File: config.mk
export PLATFORM = sky130hd
export DESIGN_NAME = wti_div
export DESIGN_NICKNAME = d
export VERILOG_FILES = /design/src/rtl/core/wti_pkg.sv /design/src/rtl/core/wti_div.sv
export SDC_FILE = /design/constraint.sdc
export NUM_CORES = 1
export LEC_CHECK = 0
export ABC_CLOCK_PERIOD_IN_PS = 9040
export BUFFER_PORTS_ARGS = -buffer_cell sky130_fd_sc_hd__buf_2
export CAP_MARGIN = 5
export CORE_UTILIZATION = 35
export CTS_CLUSTER_DIAMETER = 120
export CTS_CLUSTER_SIZE = 25
export DETAILED_ROUTE_END_ITERATION = 10
export PLACE_DENSITY = 0.48
export SLEW_MARGIN = 20
export SYNTH_ARGS = -nofsm -noshare
export SYNTH_HDL_FRONTEND = slang
export SYNTH_SLANG_ARGS = --single-unit
File: constraint.sdc
create_clock -name clk -period 9.04 [get_ports clk]
set_clock_uncertainty 0.05 [all_clocks]
set_input_delay 0.904 -clock clk [delete_from_list [all_inputs] [get_ports clk]]
set_output_delay 0.904 -clock clk [all_outputs]
set_load 0.1 [all_outputs]
File: src/rtl/core/wti_pkg.sv
`default_nettype none
// ----------------------------------------------------------------------------
// wti_pkg
// Shared codes and constants of the waveform table interpolator.
// ----------------------------------------------------------------------------
package wti_pkg;

	// Request command codes.
	localparam logic [2:0] CMD_WRITE_TIME   = 3'd0;
	localparam logic [2:0] CMD_WRITE_SAMPLE = 3'd1;
	localparam logic [2:0] CMD_EVALUATE     = 3'd2;
	localparam logic [2:0] CMD_READ_LAST    = 3'd3;
	localparam logic [2:0] CMD_ERROR_ELEM   = 3'd4;

	// Result kinds.
	localparam logic [1:0] KIND_INTERP   = 2'd0;
	localparam logic [1:0] KIND_LAST_ROW = 2'd1;
	localparam logic [1:0] KIND_ERROR    = 2'd2;

	// Configuration register indexes.
	localparam logic CFG_POINTS_IN_USE = 1'b0;
	localparam logic CFG_VECTOR_LENGTH = 1'b1;

	// Fixed point format and divider sizes.
	localparam int FRAC_BITS = 16;
	localparam int DIFF_W    = 33;
	localparam int QUOT_W    = DIFF_W + FRAC_BITS;

	localparam logic [62:0] ERR_MAX = {63{1'b1}};

endpackage
`default_nettype wire

File: src/rtl/core/wti_div.sv
`default_nettype none
// ----------------------------------------------------------------------------
// wti_div
// Bit-serial signed divider that forms the Q16.16 interpolation factor
// (num * 65536) / den, truncated toward zero and saturated to 32 bits.
// ----------------------------------------------------------------------------
module wti_div
	import wti_pkg::*;
(
	input  wire                        clk,
	input  wire                        arst_n,
	input  wire                        start,
	input  wire  signed [DIFF_W-1:0]   num,
	input  wire  signed [DIFF_W-1:0]   den,
	output logic                       done,
	output logic signed [31:0]         factor
);

	logic              busy_q;
	logic              fin_q;
	logic              done_q;
	logic              neg_q;
	logic [5:0]        cnt_q;
	logic [QUOT_W-1:0] nq_q;
	logic [DIFF_W-1:0] rem_q;
	logic [DIFF_W-1:0] den_q;
	logic signed [31:0] factor_q;

	logic [DIFF_W-1:0] num_mag;
	logic [DIFF_W-1:0] den_mag;
	logic [DIFF_W:0]   trial;
	logic              qbit;

	assign num_mag = num[DIFF_W-1] ? DIFF_W'(-num) : DIFF_W'(num);
	assign den_mag = den[DIFF_W-1] ? DIFF_W'(-den) : DIFF_W'(den);
	assign trial   = {rem_q, nq_q[QUOT_W-1]};
	assign qbit    = (trial >= {1'b0, den_q});

	always_ff @(posedge clk or negedge arst_n) begin
		if (!arst_n) begin
			busy_q <= 1'b0;
			fin_q  <= 1'b0;
			done_q <= 1'b0;
		end else begin
			done_q <= 1'b0;
			if (start) begin
				if (den == '0) begin
					done_q <= 1'b1;
				end else begin
					busy_q <= 1'b1;
				end
			end else if (busy_q) begin
				if (cnt_q == 6'd1) begin
					busy_q <= 1'b0;
					fin_q  <= 1'b1;
				end
			end else if (fin_q) begin
				fin_q  <= 1'b0;
				done_q <= 1'b1;
			end
		end
	end

	always_ff @(posedge clk) begin
		if (start) begin
			factor_q <= '0;
			nq_q     <= {num_mag, {FRAC_BITS{1'b0}}};
			rem_q    <= '0;
			den_q    <= den_mag;
			neg_q    <= num[DIFF_W-1] ^ den[DIFF_W-1];
			cnt_q    <= 6'(QUOT_W);
		end else if (busy_q) begin
			rem_q <= qbit ? DIFF_W'(trial - {1'b0, den_q}) : DIFF_W'(trial);
			nq_q  <= {nq_q[QUOT_W-2:0], qbit};
			cnt_q <= cnt_q - 6'd1;
		end else if (fin_q) begin
			// Saturate the magnitude, then apply the sign.
			if (neg_q) begin
				if (nq_q > QUOT_W'(33'h0_8000_0000)) begin
					factor_q <= 32'sh8000_0000;
				end else begin
					factor_q <= 32'(-nq_q);
				end
			end else begin
				if (nq_q > QUOT_W'(33'h0_7FFF_FFFF)) begin
					factor_q <= 32'sh7FFF_FFFF;
				end else begin
					factor_q <= 32'(nq_q);
				end
			end
		end
	end

	assign done   = done_q;
	assign factor = factor_q;

endmodule
`default_nettype wire

Word-level counts from Yosys, hierarchy flattened
Cells that the tools add are included.
Operators by class
  add/subtract/negate cells: 5
  multiply operators: 0
  divide/modulo/power cells: 0
  magnitude comparators: 3
  eq/ne operators: 3
  shift-type cells: 0
  muxes and demuxes: 18
  bitwise gates (word level): 3
  reductions and logical operators: 4
Operators by type and width (count)
  32-bit 2-to-1 mux: 4
  49-bit 2-to-1 mux: 2
  33-bit 2-to-1 mux: 2
  33-bit negator: 2
  49-bit by 31-bit greater-than comparator with 1-bit output (second input constant): 1
  49-bit by 32-bit greater-than comparator with 1-bit output (second input constant): 1
  34-bit by 33-bit greater-or-equal comparator with 1-bit output: 1
  33-bit zero test: 1
  33-bit subtractor: 1
  32-bit negator: 1
  1-bit 2-to-1 mux: 10
  6-bit by 1-bit == test with 1-bit output (second input constant): 1
  6-bit by 1-bit subtractor with 6-bit output (second input constant): 1
  2-bit AND reduction: 2
  2-bit by 1-bit != test with 1-bit output (second input constant): 1
  2-bit != test (second input constant): 1
  1-bit NOT: 2
  2-bit nonzero test: 1
  1-bit bitwise XOR: 1
Word-level totals
  register bits: 157
  latch bits: 0
  RAM bits: 0
  bits in read-only memories: 0
  input bits: 69
  output and inout bits: 33
  word-level logic and storage cells: 47
  memories: 0

Longest topological paths before layout
  depth after elaboration: 4
  depth in mapped cells: 14
  depth with buffers taken out: 12

Worst setup path before layout
No wires, ideal clock.
  path type: in2reg
  from: input port den[8]
  to: register den_q[32] (data pin)
  library setup time: 255 ps
  data arrival time: 3734 ps
  data required time: 8735 ps
  slack: 5002 ps
  cell stages on the path: 9
  path buffers: 0
  path through: or4_4 > or3_1 > or2_1 > or3_4 > or2_4 > or4_4 > nor4_1 > ha_1 > and2_1
On the way
  word-level cells in the longest chain between the ends: 1
RTL lines
  from (decl): RTL line wti_div.sv:14  | input wire signed [DIFF_W-1:0] den,
  33-bit negator: RTL line wti_div.sv:35  | assign den_mag = den[DIFF_W-1] ? DIFF_W'(-den) : DIFF_W'(den);
  to (signal assigned): RTL line wti_div.sv:69  | den_q <= den_mag;
  to (decl): RTL line wti_div.sv:26  | logic [DIFF_W-1:0] den_q;
Every way passes these cells.
A chain may end at the register's enable or synchronous reset.

Worst setup path after layout
  from: register nq_q[0]
  to: register factor_q[22] (netlist: factor[22])
On the way
  word-level cells in the longest chain between the ends: 3
  elaborated cells between the ends (all ways): 6
  those cells by class: add/sub (1); order compare (2); mux (3)
RTL lines
  from (decl): RTL line wti_div.sv:24  | logic [QUOT_W-1:0] nq_q;
  from (signal assigned): RTL line wti_div.sv:67  | nq_q <= {num_mag, {FRAC_BITS{1'b0}}};
  from (signal assigned): RTL line wti_div.sv:74  | nq_q <= {nq_q[QUOT_W-2:0], qbit};
  49-bit by 31-bit greater-than comparator with 1-bit output, or another cell as far along: RTL line wti_div.sv:85  | if (nq_q > QUOT_W'(33'h0_7FFF_FFFF)) begin
  32-bit 2-to-1 mux (on tied branches): RTL line wti_div.sv:85, wti_div.sv:79
  32-bit 2-to-1 mux (*): RTL line wti_div.sv:78  | if (neg_q) begin
  to (signal assigned): RTL line wti_div.sv:82  | factor_q <= 32'(-nq_q);
  to (signal assigned): RTL line wti_div.sv:88  | factor_q <= 32'(nq_q);
  to (decl): RTL line wti_div.sv:27  | logic signed [31:0] factor_q;
Mark *: on every way between the ends. The rest lies on a longest branch, timed or not.

==> impl_results.md <==
* Slew Viols, Final at 0
* Core ar. at 28700 µm²
* CP Max Fanout at 30
* Die ar. at 29900 µm²
* IO Pins at 102
* Post-Syn Area per Cell at 8.60 µm²
* Clock tree buffer depth at 2
* Power Dens Cells at 240 nW/µm²
* Most common cell after layout, fill and taps aside: o21ai_0
* Final setup vio count at 0
* Nets at 1356
* DRT Wirelength at 27.9 mm
* GRT Total Usage at 0.188
* H-tree depth at 4
* Fmax at 245 MHz
* Number of iterations in the first detailed-routing pass at 5
* CTS resizes at 0
* Syn-to-layout area delta at 13.2%
* Predominant post-synthesis flop cell: dfxtp_1
* Met3 WL at 1.02 mm
* Post-Syn Instances at 1187
* Design Area, Final at 11600 µm²
* FP Rows at 62
* Via count at 8787
* Worst Path Arrival at 4.39 ns
* Critical setup path kind: reg -> reg
* Antenna diodes at 0
* Drt drc at 0
* Initial antenna violation count at 0
* Minimum clock period at 4.07 ns
* Port bufs at 101
* Layout cells sized above 1 at 0.133
* Via density at 5.35
* Cts hold-fix bufs at 0
* Routed length on met1 at 14.5 mm
* Largest net degree at the start of global routing at 78
* Die Ht at 173 µm
* Postcts setup bufs at 0
* Synthesized flop and latch total at 157
* Vias in the first global route at 8260
* RSZ-0062 raised after global routing: no
* Most frequent cells in the layout: o21ai_0 (113), nor2_1 (111), nand2_1 (102)
* Setup_tns at 0 ns
* R2R Path Start: nq_q[0]$_SDFFE_PP0P_
* Final hold violations at 0
* Post-synth EDFFs at 67
* R2R depth at 10
* Die Width at 173 µm
* CTS Root Cell: clkbuf_16
* Wire length on met2 at 12.2 mm
* CTS tree: done
* Number of synthesis warnings at 0
* GRT Residual Overflow at 0
* Post-synthesis sequential area ratio at 0.375
* HP Class: in -> async
* WHS at 0.201 ns
* Detail Placement HPWL at 20.0 mm
* Final period util at 0.451
* Critical Path Sink Type: flop
* Critical Path RT at 9.36 ns
* FF-to-FF setup slack at 4.97 ns
* Worst slew margin at 0.284
* Synthesized net count at 1297
* R2r endpoint: factor[22]$_SDFFE_PP0P_
* CTS buffer count at 17
* Post-Syn Area at 10200 µm²
* Initial Util at 0.356
* Worst vdd rail ir drop at 0.171 mV
* Setup crit start kind: flop
* Share of async-settable or async-resettable flops after synthesis at 0.0191
* GP Congestion at 0.816
* Uppermost layer routed: met4
* Max-cap check violation count at 0
* Worst-Skew Late Latency at 0.44 ns
* Post-route ant nets at 0
* Area after DPL at 11000 µm²
* Fin util at 0.402
* Clk slew on worst S/H paths at 0.07 ns
* Actual slew at the worst max-slew pin at 1.07 ns
* Leakage Power at 0.00480 µW
* Status: finished, final reports clean
* First DRT Iteration DRCs at 460
* Wire per inst at 17.0 µm
* First-pass GRT wire length at 45.2 mm
* CTS sink cnt at 157
* Synth cell types at 76
==> per-layer routing <==
| metal | global-route usage | vias up |
|---|---|---|
| met4 | 0.0398 | 0 |
| met1 | 0.277 | 4134 |
| met3 | 0.0284 | 15 |
| met2 | 0.289 | 170 |
| met5 | 0 | - |
| li1 | - | 4468 |
==> layout make-up <==
type / count / area, µm²
inverter: 57 / 214
timing repair buffer: 110 / 576
fill: 3030 / 17200
clock buffer: 17 / 425
tap: 384 / 480
sequential: 157 / 3830
clock inverter: 15 / 128
multi-input combinational: 903 / 5900
==> worst max-delay path, stage by stage, from the launching register on <==
cell	delay (ns)
dfxtp_1	0.39
inv_1	0.15
ha_1	0.25
or4b_2	0.69
nand4bb_1	0.36
and4bb_2	0.40
a21oi_2	0.05
buf_4	0.26
or2_1	0.62
or3b_2	0.60
a31oi_1	0.16
==> worst max-delay path by stage <==
stage,cells past startpoint,end,start
4_1_cts,10,factor[27]$_SDFFE_PP0P_,nq_q[0]$_SDFFE_PP0P_
2_1_floorplan,9,den_q[32]$_SDFFCE_PN0P_,den[8]
3_5_place_dp,10,den_q[32]$_SDFFCE_PN0P_,den[8]
5_1_grt,12,rem_q[32]$_SDFFE_PP0P_,nq_q[48]$_DFFE_PP_
6_report,10,factor[22]$_SDFFE_PP0P_,nq_q[0]$_SDFFE_PP0P_
3_3_place_gp,11,busy_q$_DFFE_PN0P_,den[8]
==> cells in the mapped netlist (4+ instances only) <==
cell | instances | area (µm²)
nor4_1 | 15 | 93.8
edfxtp_1 | 67 | 2010
and2_1 | 5 | 31.3
or3_1 | 14 | 87.6
a21o_1 | 22 | 165
o21ai_0 | 113 | 566
o31ai_1 | 39 | 293
a21boi_0 | 4 | 30.0
nor2_1 | 112 | 420
o21a_1 | 6 | 45.0
and3_1 | 14 | 87.6
a22o_1 | 5 | 43.8
or2_2 | 5 | 31.3
a31oi_1 | 12 | 75.1
mux2i_1 | 38 | 380
clkbuf_1 | 62 | 233
or4_1 | 12 | 90.1
nand2b_1 | 11 | 68.8
nand3_1 | 12 | 60.1
nand2_1 | 102 | 383
nor2b_1 | 9 | 56.3
nand4_1 | 17 | 106
ha_1 | 40 | 500
nor3_1 | 21 | 105
o41ai_1 | 8 | 70.1
o21bai_1 | 5 | 37.5
a211oi_1 | 27 | 203
o211ai_1 | 11 | 82.6
o22ai_1 | 4 | 25.0
a21oi_1 | 61 | 305
xnor2_1 | 57 | 499
or4_4 | 4 | 45.0
dfxtp_1 | 87 | 1740
xor2_1 | 33 | 289
inv_1 | 57 | 214
==> sequential cells by signal (all words and copies together), names as in the netlist <==
signal  count
busy_q      1
cnt_q       6
den_q      33
done        1
factor     32
fin_q       1
neg_q       1
nq_q       49
rem_q      33
==> per-stage QoR <==
stage               std cells  worst slack [ns]  total power [µW]
floorplan                1187              5.00              1800
global placement         1611              4.74              2080
detailed placement       1611              4.72              2080
CTS                      1643              4.96              2790
global route             1643              4.59              2960
finish                   1643              4.97              2770
==> power breakdown <==
group	internal [µW]	switching (µW)
clock	361	330
sequential	857	105
combinational	471	643
==> logic make-up (layout without fill, tap and decap cells) <==
| kind of cell | count (synthesis) | count (layout) | synth area share |
|---|---|---|---|
| adder cells (fa/ha/maj) | 41 | 41 | 0.0510 |
| flip-flops | 157 | 157 | 0.375 |
| multiplexers | 38 | 38 | 0.0373 |
| AND/OR/NAND/NOR | 382 | 382 | 0.189 |
| AO/OA/AOI/OAI | 352 | 352 | 0.222 |
| XOR/XNOR | 90 | 90 | 0.0772 |
| buffers and inverters | 127 | 199 | 0.0483 |
Note: power is estimated with default switching activity, not from simulation.
